==> src/sv/assert_macros.svh <==
// ----------------------------------------------------------------------------
// assert_macros.svh
// shared concurrent assertion macros
// ----------------------------------------------------------------------------
`ifndef ASSERT_MACROS_SVH
`define ASSERT_MACROS_SVH

// same-cycle implication, disabled while reset is active
`define AST_IMPLY(label, clk, rst_n, cond, expr, msg) \
    label: assert property (@(posedge clk) disable iff (!rst_n) (cond) |-> (expr)) \
        else $error(msg);

// next-cycle implication, disabled while reset is active
`define AST_NEXT(label, clk, rst_n, cond, expr, msg) \
    label: assert property (@(posedge clk) disable iff (!rst_n) (cond) |=> (expr)) \
        else $error(msg);

`endif

==> src/sv/psm_pkg.sv <==
// ----------------------------------------------------------------------------
// psm_pkg
// types and constants of the primer suffix match search unit
// ----------------------------------------------------------------------------
package psm_pkg;

    localparam int PRIMER_MAX  = 64;
    localparam int SEQ_MAX     = 1048576;
    localparam int ADDR_W      = $clog2(PRIMER_MAX);
    localparam int LEN_W       = $clog2(PRIMER_MAX + 1);
    localparam int POS_W       = $clog2(SEQ_MAX);
    localparam int CNT_W       = $clog2(SEQ_MAX + 1);
    localparam int SYM_W       = 8;
    localparam int IDX_W       = 6;
    localparam int QUEUE_DEPTH = 2;
    localparam int QPTR_W      = $clog2(QUEUE_DEPTH);
    localparam int QCNT_W      = $clog2(QUEUE_DEPTH + 1);

    localparam int S_TDATA_W   = 16;
    localparam int M_TDATA_W   = 32;
    localparam int M_TUSER_W   = 2;
    localparam int CFG_IDX_W   = 1;
    localparam int CFG_DATA_W  = 7;

    localparam logic [CFG_IDX_W-1:0] REG_PRIMER_LENGTH = 1'b0;
    localparam logic [CFG_IDX_W-1:0] REG_MIN_MATCH     = 1'b1;

    localparam logic [CFG_DATA_W-1:0] PRIMER_LENGTH_RESET = 7'd20;
    localparam logic [CFG_DATA_W-1:0] MIN_MATCH_RESET     = 7'd20;

    localparam logic OP_LOAD = 1'b0;
    localparam logic OP_SEQ  = 1'b1;

    typedef enum logic {
        CMD_LOAD,
        CMD_SEQ
    } cmd_kind_t;

    typedef struct packed {
        cmd_kind_t          kind;
        logic [IDX_W-1:0]   index;
        logic [SYM_W-1:0]   symbol;
        logic               last;
    } cmd_t;

    typedef struct packed {
        logic [CFG_DATA_W-1:0] primer_length;
        logic [CFG_DATA_W-1:0] min_match;
    } cfg_t;

    typedef struct packed {
        logic               found;
        logic [LEN_W-1:0]   top_score;
        logic [POS_W-1:0]   best_position;
        logic               overflow;
    } result_t;

    typedef struct packed {
        logic emitting;
        logic scoring;
    } bk_status_t;

    typedef enum logic [1:0] {
        S_IDLE,
        S_READ,
        S_CMP,
        S_EMIT
    } bk_state_t;

endpackage

==> src/sv/psm_ram.sv <==
// ----------------------------------------------------------------------------
// psm_ram
// generic single write port ram with registered read
// ----------------------------------------------------------------------------
module psm_ram #(
    parameter int WIDTH = 8,
    parameter int DEPTH = 64
) (
    input  logic                     clk,
    input  logic                     we,
    input  logic [$clog2(DEPTH)-1:0] waddr,
    input  logic [WIDTH-1:0]         wdata,
    input  logic [$clog2(DEPTH)-1:0] raddr,
    output logic [WIDTH-1:0]         rdata
);

    logic [WIDTH-1:0] mem [DEPTH];

    always_ff @(posedge clk)
    begin
        if (we)
        begin
            mem[waddr] <= wdata;
        end
        rdata <= mem[raddr];
    end

endmodule

==> src/sv/psm_front.sv <==
// ----------------------------------------------------------------------------
// psm_front
// accepts input transfers, classifies them and queues commands
// ----------------------------------------------------------------------------
module psm_front (
    input  logic                       clk,
    input  logic                       rst_n,
    input  logic                       in_valid,
    output logic                       in_ready,
    input  logic                       in_op,
    input  logic [psm_pkg::IDX_W-1:0]  in_index,
    input  logic [psm_pkg::SYM_W-1:0]  in_symbol,
    input  logic                       in_last,
    output logic                       cmd_valid,
    output psm_pkg::cmd_t              cmd,
    input  logic                       cmd_pop
);
    import psm_pkg::*;

    cmd_t              q_reg [QUEUE_DEPTH];
    logic [QPTR_W-1:0] wr_ptr_reg, wr_ptr_next;
    logic [QPTR_W-1:0] rd_ptr_reg, rd_ptr_next;
    logic [QCNT_W-1:0] count_reg, count_next;
    cmd_t              cmd_in;
    logic              push;
    logic              pop;

    // classify the incoming item
    always_comb
    begin
        cmd_in.index  = in_index;
        cmd_in.symbol = in_symbol;
        case (in_op)
            OP_LOAD:
            begin
                cmd_in.kind = CMD_LOAD;
                cmd_in.last = 1'b0;
            end
            default:
            begin
                cmd_in.kind = CMD_SEQ;
                cmd_in.last = in_last;
            end
        endcase
    end

    assign in_ready  = (count_reg != QCNT_W'(QUEUE_DEPTH));
    assign cmd_valid = (count_reg != '0);
    assign cmd       = q_reg[rd_ptr_reg];
    assign push      = in_valid && in_ready;
    assign pop       = cmd_pop && cmd_valid;

    always_comb
    begin
        wr_ptr_next = wr_ptr_reg;
        rd_ptr_next = rd_ptr_reg;
        count_next  = count_reg;
        if (push)
        begin
            wr_ptr_next = (wr_ptr_reg == QPTR_W'(QUEUE_DEPTH - 1)) ? '0 : wr_ptr_reg + 1'b1;
        end
        if (pop)
        begin
            rd_ptr_next = (rd_ptr_reg == QPTR_W'(QUEUE_DEPTH - 1)) ? '0 : rd_ptr_reg + 1'b1;
        end
        if (push && !pop)
        begin
            count_next = count_reg + 1'b1;
        end
        else if (pop && !push)
        begin
            count_next = count_reg - 1'b1;
        end
    end

    always_ff @(posedge clk or negedge rst_n)
    begin
        if (!rst_n)
        begin
            wr_ptr_reg <= '0;
            rd_ptr_reg <= '0;
            count_reg  <= '0;
        end
        else
        begin
            wr_ptr_reg <= wr_ptr_next;
            rd_ptr_reg <= rd_ptr_next;
            count_reg  <= count_next;
        end
    end

    // queue payload
    always_ff @(posedge clk)
    begin
        if (push)
        begin
            q_reg[wr_ptr_reg] <= cmd_in;
        end
    end

endmodule

==> src/sv/psm_back.sv <==
// ----------------------------------------------------------------------------
// psm_back
// executes queued commands: primer writes, window shift and suffix scoring
// ----------------------------------------------------------------------------
module psm_back (
    input  logic                  clk,
    input  logic                  rst_n,
    input  psm_pkg::cfg_t         cfg,
    input  logic                  cmd_valid,
    input  psm_pkg::cmd_t         cmd,
    output logic                  cmd_pop,
    output logic                  out_valid,
    input  logic                  out_ready,
    output psm_pkg::result_t      out_result,
    output psm_pkg::bk_status_t   status
);
    import psm_pkg::*;

    bk_state_t          state_reg, state_next;
    logic [ADDR_W-1:0]  head_reg, head_next;
    logic [CNT_W-1:0]   char_count_reg, char_count_next;
    logic [LEN_W-1:0]   kept_score_reg, kept_score_next;
    logic [POS_W-1:0]   kept_pos_reg, kept_pos_next;
    logic               overrun_reg, overrun_next;
    logic [POS_W-1:0]   pos_reg, pos_next;
    logic [LEN_W-1:0]   run_reg, run_next;
    logic               last_reg, last_next;
    logic               out_valid_reg, out_valid_next;
    result_t            out_result_reg, out_result_next;

    logic [LEN_W-1:0]   len_eff;
    logic [LEN_W-1:0]   min_eff;
    logic [LEN_W-1:0]   rd_idx;
    logic [LEN_W-1:0]   run_inc;
    logic [LEN_W-1:0]   score;
    logic               match;

    logic               p_we;
    logic [ADDR_W-1:0]  p_waddr;
    logic [ADDR_W-1:0]  p_raddr;
    logic [SYM_W-1:0]   p_rdata;
    logic               w_we;
    logic [ADDR_W-1:0]  w_raddr;
    logic [SYM_W-1:0]   w_rdata;

    psm_ram #(
        .WIDTH (SYM_W),
        .DEPTH (PRIMER_MAX)
    ) u_primer_ram (
        .clk   (clk),
        .we    (p_we),
        .waddr (p_waddr),
        .wdata (cmd.symbol),
        .raddr (p_raddr),
        .rdata (p_rdata)
    );

    psm_ram #(
        .WIDTH (SYM_W),
        .DEPTH (PRIMER_MAX)
    ) u_window_ram (
        .clk   (clk),
        .we    (w_we),
        .waddr (head_next),
        .wdata (cmd.symbol),
        .raddr (w_raddr),
        .rdata (w_rdata)
    );

    // clamp the registers to their working range
    always_comb
    begin
        if (cfg.primer_length == '0)
        begin
            len_eff = LEN_W'(1);
        end
        else if (LEN_W'(cfg.primer_length) > LEN_W'(PRIMER_MAX))
        begin
            len_eff = LEN_W'(PRIMER_MAX);
        end
        else
        begin
            len_eff = LEN_W'(cfg.primer_length);
        end
        min_eff = (cfg.min_match == '0) ? LEN_W'(1) : LEN_W'(cfg.min_match);
    end

    assign run_inc = run_reg + 1'b1;
    assign match   = (p_rdata == w_rdata);
    assign score   = match ? run_inc : run_reg;

    // read addresses: primer from its end, window from the newest character
    assign p_raddr = ADDR_W'(len_eff - LEN_W'(1) - rd_idx);
    assign w_raddr = head_reg - rd_idx[ADDR_W-1:0];

    always_comb
    begin
        state_next      = state_reg;
        head_next       = head_reg;
        char_count_next = char_count_reg;
        kept_score_next = kept_score_reg;
        kept_pos_next   = kept_pos_reg;
        overrun_next    = overrun_reg;
        pos_next        = pos_reg;
        run_next        = run_reg;
        last_next       = last_reg;
        out_result_next = out_result_reg;
        out_valid_next  = out_valid_reg && !out_ready;
        cmd_pop         = 1'b0;
        p_we            = 1'b0;
        p_waddr         = ADDR_W'(cmd.index);
        w_we            = 1'b0;
        rd_idx          = run_reg;

        case (state_reg)
            S_IDLE:
            begin
                cmd_pop = cmd_valid;
                if (cmd_valid)
                begin
                    case (cmd.kind)
                        CMD_LOAD:
                        begin
                            p_we = (int'(cmd.index) < PRIMER_MAX);
                        end
                        default:
                        begin
                            head_next = head_reg + 1'b1;
                            w_we      = 1'b1;
                            last_next = cmd.last;
                            if (char_count_reg >= CNT_W'(SEQ_MAX))
                            begin
                                overrun_next = 1'b1;
                                state_next   = cmd.last ? S_EMIT : S_IDLE;
                            end
                            else
                            begin
                                pos_next        = char_count_reg[POS_W-1:0];
                                char_count_next = char_count_reg + 1'b1;
                                if ((char_count_reg + 1'b1) >= CNT_W'(len_eff))
                                begin
                                    run_next   = '0;
                                    state_next = S_READ;
                                end
                                else
                                begin
                                    state_next = cmd.last ? S_EMIT : S_IDLE;
                                end
                            end
                        end
                    endcase
                end
            end
            S_READ:
            begin
                state_next = S_CMP;
            end
            S_CMP:
            begin
                if (match && (run_inc != len_eff))
                begin
                    run_next = run_inc;
                    rd_idx   = run_inc;
                end
                else
                begin
                    if ((score > kept_score_reg) && (score >= min_eff))
                    begin
                        kept_score_next = score;
                        kept_pos_next   = POS_W'({1'b0, pos_reg} + (POS_W + 1)'(1)
                                                 - (POS_W + 1)'(len_eff));
                    end
                    state_next = last_reg ? S_EMIT : S_IDLE;
                end
            end
            S_EMIT:
            begin
                if (!out_valid_reg || out_ready)
                begin
                    out_valid_next                = 1'b1;
                    out_result_next.found         = (kept_score_reg != '0);
                    out_result_next.top_score     = kept_score_reg;
                    out_result_next.best_position = kept_pos_reg;
                    out_result_next.overflow      = overrun_reg;
                    char_count_next               = '0;
                    kept_score_next               = '0;
                    kept_pos_next                 = '0;
                    overrun_next                  = 1'b0;
                    state_next                    = S_IDLE;
                end
            end
            default:
            begin
                state_next = S_IDLE;
            end
        endcase
    end

    always_ff @(posedge clk or negedge rst_n)
    begin
        if (!rst_n)
        begin
            state_reg      <= S_IDLE;
            head_reg       <= '0;
            char_count_reg <= '0;
            kept_score_reg <= '0;
            kept_pos_reg   <= '0;
            overrun_reg    <= 1'b0;
            last_reg       <= 1'b0;
            out_valid_reg  <= 1'b0;
        end
        else
        begin
            state_reg      <= state_next;
            head_reg       <= head_next;
            char_count_reg <= char_count_next;
            kept_score_reg <= kept_score_next;
            kept_pos_reg   <= kept_pos_next;
            overrun_reg    <= overrun_next;
            last_reg       <= last_next;
            out_valid_reg  <= out_valid_next;
        end
    end

    always_ff @(posedge clk)
    begin
        pos_reg        <= pos_next;
        run_reg        <= run_next;
        out_result_reg <= out_result_next;
    end

    assign out_valid       = out_valid_reg;
    assign out_result      = out_result_reg;
    assign status.emitting = (state_reg == S_EMIT);
    assign status.scoring  = (state_reg == S_READ) || (state_reg == S_CMP);

endmodule

==> src/sv/primer_suffix_match_search_unit.sv <==
// ----------------------------------------------------------------------------
// primer_suffix_match_search_unit
// finds the first window whose primer suffix match is longest
// ----------------------------------------------------------------------------
//  channel   direction  handshake          payload
//  s_*       in         s_tvalid/s_tready  primer write or sequence character
//  m_*       out        m_tvalid/m_tready  found, score, position, overflow
//  cfg_*     in         cfg_we             primer_length, min_match
//
//  a primer write or an unscored sequence character is handled straight from idle
//  a scored character goes through a read step, then a compare step that repeats
//  while symbols match, with one read per cycle of the primer and window rams
//  a last character then passes through an emit step that loads the output register
//  reset clears control state only; primer and window rams are not cleared
//  a 2-entry command queue and the output register absorb stalls
// ----------------------------------------------------------------------------
`include "assert_macros.svh"

module primer_suffix_match_search_unit (
    input  logic                            clk,
    input  logic                            rst_n,
    input  logic                            s_tvalid,
    output logic                            s_tready,
    input  logic [psm_pkg::S_TDATA_W-1:0]   s_tdata,   // primer_index, symbol
    input  logic                            s_tuser,   // op
    input  logic                            s_tlast,
    output logic                            m_tvalid,
    input  logic                            m_tready,
    output logic [psm_pkg::M_TDATA_W-1:0]   m_tdata,   // top_score, best_position
    output logic [psm_pkg::M_TUSER_W-1:0]   m_tuser,   // found, overflow
    input  logic                            cfg_we,
    input  logic [psm_pkg::CFG_IDX_W-1:0]   cfg_index,
    input  logic [psm_pkg::CFG_DATA_W-1:0]  cfg_data
);
    import psm_pkg::*;

    cfg_t        cfg_reg, cfg_next;
    logic        cmd_valid;
    cmd_t        cmd;
    logic        cmd_pop;
    result_t     result;
    bk_status_t  bk_status;

    always_comb
    begin
        cfg_next = cfg_reg;
        if (cfg_we)
        begin
            case (cfg_index)
                REG_PRIMER_LENGTH: cfg_next.primer_length = cfg_data;
                REG_MIN_MATCH:     cfg_next.min_match     = cfg_data;
                default:           cfg_next               = cfg_reg;
            endcase
        end
    end

    always_ff @(posedge clk or negedge rst_n)
    begin
        if (!rst_n)
        begin
            cfg_reg.primer_length <= PRIMER_LENGTH_RESET;
            cfg_reg.min_match     <= MIN_MATCH_RESET;
        end
        else
        begin
            cfg_reg <= cfg_next;
        end
    end

    psm_front u_front (
        .clk       (clk),
        .rst_n     (rst_n),
        .in_valid  (s_tvalid),
        .in_ready  (s_tready),
        .in_op     (s_tuser),
        .in_index  (s_tdata[IDX_W-1:0]),
        .in_symbol (s_tdata[IDX_W+SYM_W-1:IDX_W]),
        .in_last   (s_tlast),
        .cmd_valid (cmd_valid),
        .cmd       (cmd),
        .cmd_pop   (cmd_pop)
    );

    psm_back u_back (
        .clk        (clk),
        .rst_n      (rst_n),
        .cfg        (cfg_reg),
        .cmd_valid  (cmd_valid),
        .cmd        (cmd),
        .cmd_pop    (cmd_pop),
        .out_valid  (m_tvalid),
        .out_ready  (m_tready),
        .out_result (result),
        .status     (bk_status)
    );

    assign m_tdata = M_TDATA_W'({result.best_position, result.top_score});
    assign m_tuser = {result.overflow, result.found};

    `AST_IMPLY(a_nohit_zero, clk, rst_n, m_tvalid && !m_tuser[0], m_tdata == '0,
        "result without a hit carries nonzero score or position")
    `AST_IMPLY(a_hit_score, clk, rst_n, m_tvalid && m_tuser[0], m_tdata[LEN_W-1:0] != '0,
        "hit reported with zero score")
    `AST_IMPLY(a_rise_emit, clk, rst_n, $rose(m_tvalid), $past(bk_status.emitting),
        "result appeared outside the emit step")
    `AST_IMPLY(a_no_pop_scoring, clk, rst_n, bk_status.scoring, !cmd_pop,
        "command taken while a window is being scored")

endmodule
==> config.mk <==
export PLATFORM = sky130hd
export DESIGN_NAME = primer_suffix_match_search_unit
export DESIGN_NICKNAME = d
export VERILOG_FILES = /design/src/sv/psm_pkg.sv /design/src/sv/psm_ram.sv /design/src/sv/psm_front.sv /design/src/sv/psm_back.sv /design/src/sv/primer_suffix_match_search_unit.sv
export VERILOG_INCLUDE_DIRS = /design/src /design/src/sv
export SDC_FILE = /design/constraint.sdc
export NUM_CORES = 1
export LEC_CHECK = 0
export BUFFER_PORTS_ARGS = -buffer_cell sky130_fd_sc_hd__buf_2
export CORE_UTILIZATION = 40
export DETAILED_ROUTE_END_ITERATION = 10
export PLACE_DENSITY = 0.67
export SYNTH_ARGS = -nofsm -noshare
export SYNTH_HDL_FRONTEND = slang
export SYNTH_SLANG_ARGS = --single-unit
==> constraint.sdc <==
create_clock -name clk -period 5.1 [get_ports clk]
set_input_delay 0.765 -clock clk [delete_from_list [all_inputs] [get_ports clk]]
set_output_delay 0.765 -clock clk [all_outputs]
set_load 0.02 [all_outputs]
# Word-level counts from Yosys, hierarchy flattened
# Memories as Yosys holds them, arrays and structs flattened. A register that Yosys moved wholly into a read port is not among the register bits.
# Cells that the tools add are included.
# op_classes
n_bitwise	2
div	0
n_shift	0
n_eq_ne	14
mux	62
n_lt_le_gt_ge	5
add_sub_neg	12
mul	0
n_reduce_logical	31
# op_table
op	count
21-bit 2-to-1 mux	4
7-bit 2-to-1 mux	12
20-bit 2-to-1 mux	3
21-bit one-hot mux with 2 select lines	1
20-bit one-hot mux with 2 select lines	1
7-bit one-hot mux with 2 select lines	2
6-bit 2-to-1 mux	4
1-bit 2-to-1 mux	23
21-bit by 1-bit adder with 21-bit output (second input constant)	1
21-bit >= comparator (second input constant)	1
21-bit by 7-bit >= comparator with 1-bit output	1
20-bit by 1-bit adder with 20-bit output (second input constant)	1
2-bit 2-to-1 mux	10
20-bit by 7-bit subtractor with 20-bit output	1
5-bit AND reduction	3
7-bit zero test	2
2-bit by 1-bit inequality test with 1-bit output (second input constant)	6
4-bit AND reduction	3
6-bit subtractor	2
2-bit nonzero test	5
8-bit equality test	1
2-bit one-hot mux with 4 select lines	1
7-bit by 1-bit adder with 7-bit output (second input constant)	1
7-bit >= comparator	1
20 further kinds	36
# word_totals
memories	3
input_bits	31
out_inout_bits	36
latch_bits	0
wordCells	148
mem_bits_rw	1056
reg_bits	133
mem_bits_ro	0
# memory_table
memory	depth	word_bits	read_ports	rd_clocked_by_memory_dff	wr	line	text
u_back.u_primer_ram.mem	64	8	1	1	1	psm_ram.sv:17	logic [WIDTH-1:0] mem [DEPTH];
u_back.u_window_ram.mem	64	8	1	1	1	psm_ram.sv:17	
u_front.q_reg	2	16	1	0	1	psm_front.sv:20	cmd_t q_reg [QUEUE_DEPTH];

# Depth between registers and ports, before layout
# logic_depth
ltp_word	9
depth_mapped	19
mapped_depth_nobuf	19

# By module
# A second synthesis with hierarchy kept.
# hier_totals
cells_unflattened	2726
area_unflattened_um2	49847.8
# by_module_without_submodules
mod	cells_each	area_per_inst_um2	seq_area_each_um2	n_inst
psm_ram	940	20166.8	15534.9	2
psm_back	740	7493.4	3158.0	1
psm_front	69	1408.9	1061.0	1
primer_suffix_match_search_unit	37	611.8	355.3	1

# Worst setup path after synthesis
# Ideal clock, no wire load.
# synth_timing
path_type	flip-flop to flip-flop
from	register u_back.run_reg[1]
to	register u_back.u_window_ram.rdata[0] (read register of u_back.u_window_ram.mem)
required_time_ns	4.961
path_stages_with_launch	18
arrival_time_ns	5.188
path_buffers	3
setup_ns	0.139
path_slack_ns	-0.227
synth_period_minus_slack_ns	5.327
path_cell_list	edfxtp_1 > ha_1 > clkbuf_1 > nand2_1 > o21a_1 > or4_4 > a2111oi_4 > a21oi_1 > and2_1 > xnor2_1 > inv_1 > ha_1 > clkbuf_1 > buf_1 > mux4_2 > mux4_2 > mux2i_1 > mux2i_1
# synth_via
elab_chain_len	6
# synth_rtl
item	line	text
start: declaration	psm_back.sv:26	logic [LEN_W-1:0] run_reg, run_next;
start signal: assignment	psm_back.sv:228	run_reg <= run_next;
7-bit by 1-bit adder with 7-bit output	psm_back.sv:88	assign run_inc = run_reg + 1'b1;
7-bit inequality test	psm_back.sv:160	if (match && (run_inc != len_eff))
1-bit logical AND	psm_back.sv:160	
7-bit 2-to-1 mux	n/a	
6-bit 2-to-1 mux *	psm_back.sv:115	case (state_reg)
6-bit subtractor *	psm_back.sv:94	assign w_raddr = head_reg - rd_idx[ADDR_W-1:0];
end: declaration	psm_ram.sv:14	output logic [WIDTH-1:0] rdata
# Mark *: on every way between the ends. The rest lies on a longest branch, timed or not.
# A chain may end at the register's enable or synchronous reset.

# Final worst setup path
# layout_timing
from	register cfg_reg[10] (netlist name)
to	register u_back.u_primer_ram.rdata[2] (read register of u_back.u_primer_ram.mem)
# layout_via
elab_chain_len	8
# layout_rtl
item	line	text
start: declaration	primer_suffix_match_search_unit.sv:37	cfg_t cfg_reg, cfg_next;
start signal: assignment	primer_suffix_match_search_unit.sv:66	cfg_reg <= cfg_next;
7-bit greater-than comparator	psm_back.sv:77	else if (LEN_W'(cfg.primer_length) > LEN_W'(PRIMER_MAX))
7-bit 2-to-1 mux	psm_back.sv:77	
7-bit 2-to-1 mux *	psm_back.sv:73	if (cfg.primer_length == '0)
7-bit inequality test	psm_back.sv:160	
1-bit logical AND	psm_back.sv:160	
7-bit 2-to-1 mux	n/a	
6-bit 2-to-1 mux	psm_back.sv:115	
6-bit subtractor *	psm_back.sv:93	assign p_raddr = ADDR_W'(len_eff - LEN_W'(1) - rd_idx);
end: declaration	psm_ram.sv:14	
# Marked as above.

==> reports/qor.yml <==
insertedDiodeCount: 0
p_per_area_mw_per_mm2: 715
hold_viol_final: 0
clock_skew_ns: 0.0640
yosysWarningCount: 0
slew_viol_final: 0
grt_pass1_wl_um: 161000
cts_sinks: 1205
synth-edff-count: 1112
critical_path_required_ns: 5.66
grt_max_degree: 87
violations: "setup timing"
ctsLongestPathBuffers: 3
fin_crit_ns: 5.28
crit_buf_inv: 4
crit_family: "multiplexers"
nets: 2813
rows: 127
p_leak_nw: 18.7
arrival_ns: 5.84
syn_inst: 2510
synth_area_leaders: "edfxtp_1 (68%), mux4_2 (15%), dfrtp_1 (3.7%)"
max_slew_margin_pct: 17.5
vias: 24400
io_pins: 67
hpwl_um: 66000
routed_wl_um: 106000
synth.top_cells.by_count: "edfxtp_1 (1112), mux4_2 (320), nor2_1 (207)"
cts_inserted_buffers: 113
coreArea_mm2: 0.121
initial_core_util_pct: 40.6
endpoint_kind: "flip-flop"
drc: 0
syn_area_mm2: 0.0490
finalCritPeriodShare_pct: 103
io_buffers: 59
clkTransAtPathRegs_ns: 0.06
gp_congestion: 0.872
cpMostUsedCell: "buf_4"
regArea_mm2: 0.0356
synth_cell_types: 65
max_stage_delay_ns: 0.78
synth_compound_area_share_pct: 2.27
antenna_found_initial: 0
wire_per_inst_um: 24.0
ys.flop_type: "edfxtp_1"
post_dp_cell_area_mm2: 0.0522
die_x_um: 352
multi_input_area_mm2: 0.0128
synthSimpleGateAreaFrac_pct: 3.60
yosysMostFrequentCell: "edfxtp_1"
tightestPinTransition_ns: 1.24
drive_gt1_share_pct: 27.5
tns_ns: -2.23
yosysSeqAreaShare_pct: 72.8
syn_to_final_growth_pct: 15.8
final_area_mm2: 0.0567
ant_nets: 0
vdd_drop_max_uv: 572
postSynthAreaPerCell_um2: 19.5
root_buffer: "clkbuf_16"
clock.fmax_ghz: 0.189
status: "complete, but fails checks"
crit_path_start_kind: "flip-flop"
viasPerCell: 5.52
h-tree-depth: 3
muxShareOfSynthArea_pct: 16.8
worstSkewPairLatency_ns: 0.72
dieArea_mm2: 0.124
rsz0062_at_grt: "true"
slowest_stage: "fa_4"
synthArstFlopShare_pct: 6.39
hold_class: "in -> reg"
grtUsageTotal_pct: 17.3
cts_tree: "done"
path_cells: "or3_4 > o31a_1 > or4_4 > a2111oi_4 > a21oi_2 > and2_4 > xnor2_4 > buf_4 > ha_4 > fa_4 > buf_4 > buf_16 > mux4_2 > mux4_2 > mux2i_1 > buf_4 > mux2i_1"
synth_top_area_share_pct: 68.2
setup_slack_ns: -0.178
crit_fanout: 9
synth_top_family_by_area: "multiplexers"
drt_pre_antenna_iters: 6
nFillCells: 9742
synth_top_cell_by_area: "edfxtp_1"
critPathKind: "reg -> reg"
drt_first_iter_violations: 2198
ys_seq_elements: 1205
setup_viol: 16
grt_pass1_vias: 25300
cap_viol_max_count: 0
grt_overflow: 0
synth-xor-area-share_pct: 1.36
die_h_um: 352
synthAdderAreaFrac_pct: 1.68
cell families (layout without fill, tap and decap cells):
logic type	after synthesis	after routing
xor gates and xnor gates	72	72
other	1	5
muxes	417	417
AOI/OAI and AO/OA	165	165
adders and majority gates	64	64
DFF	1205	1205
buffers and inverters	182	483
and+or+nand+nor	404	404
per-layer routing:
layer / share of wire, % / wire length (um) / global-route usage, % / vias to the layer above
met2: 51 / 53800 / 29.3 / 833
li1: - / - / - / 10600
met5: 0 / 0 / 0 / -
met1: 41 / 43900 / 23.3 / 12900
met4: 1.9 / 1990 / 4.38 / 0
met3: 6.2 / 6560 / 2.65 / 139
what timing repair did:
action / CTS / global route
endpoints found under the hold margin: 0 / 0
pin swaps: 6 / 4
gates resized for setup: 34 / 3
endpoints found under the setup margin: 16 / 16
hold buffers: 0 / 0
setup buffers: 13 / 2
cloned: 13 / 5
worst paths after layout:
kind | startpoint | to | cells past startpoint | slack, ns
setup / recovery | cfg_reg[10]$_DFFE_PN0P_ | u_back.u_primer_ram.rdata[2]$_DFF_P_ | 17 | -0.18
hold / removal | s_tdata[6] | u_front.q_reg[1][1]$_DFFE_PP_ | 1 | 0.24
setup reg to reg | cfg_reg[10]$_DFFE_PN0P_ | u_back.u_primer_ram.rdata[2]$_DFF_P_ | 17 | -0.18
hold reg to reg | u_back.kept_pos_reg[2]$_DFFE_PN0P_ | u_back.out_result[3]$_DFFE_PP_ | 0 | 0.44
max in group asynchronous | rst_n | u_back.head_reg[5]$_DFF_PN0_ | 1 | 4.14
min in group asynchronous | rst_n | u_back.kept_pos_reg[13]$_DFFE_PN0P_ | 1 | 0.25
power by group:
group          internal, mW  total (mW)  leakage [nW]  switching [mW]
Combinational          9.26        19.1          5.76            9.85
Clock                  4.82        8.51          1.84            3.70
Sequential             12.6        12.9          11.1           0.308
Total                  26.7        40.5          18.7            13.9
final cells by class:
type	count	area share, %
inverters	75	0.497
clock buffers	141	5.30
clock inverters	71	1.40
multi-input cells	1127	22.6
flip-flops and latches	1205	62.9
repair buffers	196	3.75
well taps	1612	3.56
stage by stage:
| stage | hold WS [ns] | std cells | setup WS [ns] | power [mW] | util [%] |
|---|---|---|---|---|---|
| finish | 0.236 | 4427 | -0.178 | 40.5 | 47.0 |
| global route | 0.208 | 4427 | -0.287 | 42.1 | 47.0 |
| CTS | 0.202 | 4423 | -0.254 | 40.6 | 46.9 |
| detailed placement | 0.436 | 4185 | -0.299 | 30.6 | 43.3 |
| global placement | 0.432 | 4185 | -0.264 | 30.3 | 43.3 |
| floorplan | 0.417 | 2514 | 0.00275 | 24.1 | - |
cell usage in the layout, fill, tap and decap left out, types with 22 or more instances in the layout:
cell	Yosys	routed
clkinv_2	0	22
xor2_1	28	28
ha_1	61	59
inv_1	74	73
buf_4	7	82
edfxtp_1	1112	1112
clkbuf_16	0	119
nor2_1	207	206
clkbuf_1	69	22
mux4_2	320	320
dfrtp_1	73	73
mux2i_1	57	50
xnor2_1	40	33
o21ai_0	42	42
buf_12	0	35
mux2_2	40	32
nand2_1	86	86
buf_2	7	58
nand3_1	27	27
a21oi_1	33	31
(Power assumes the default switching activity.)
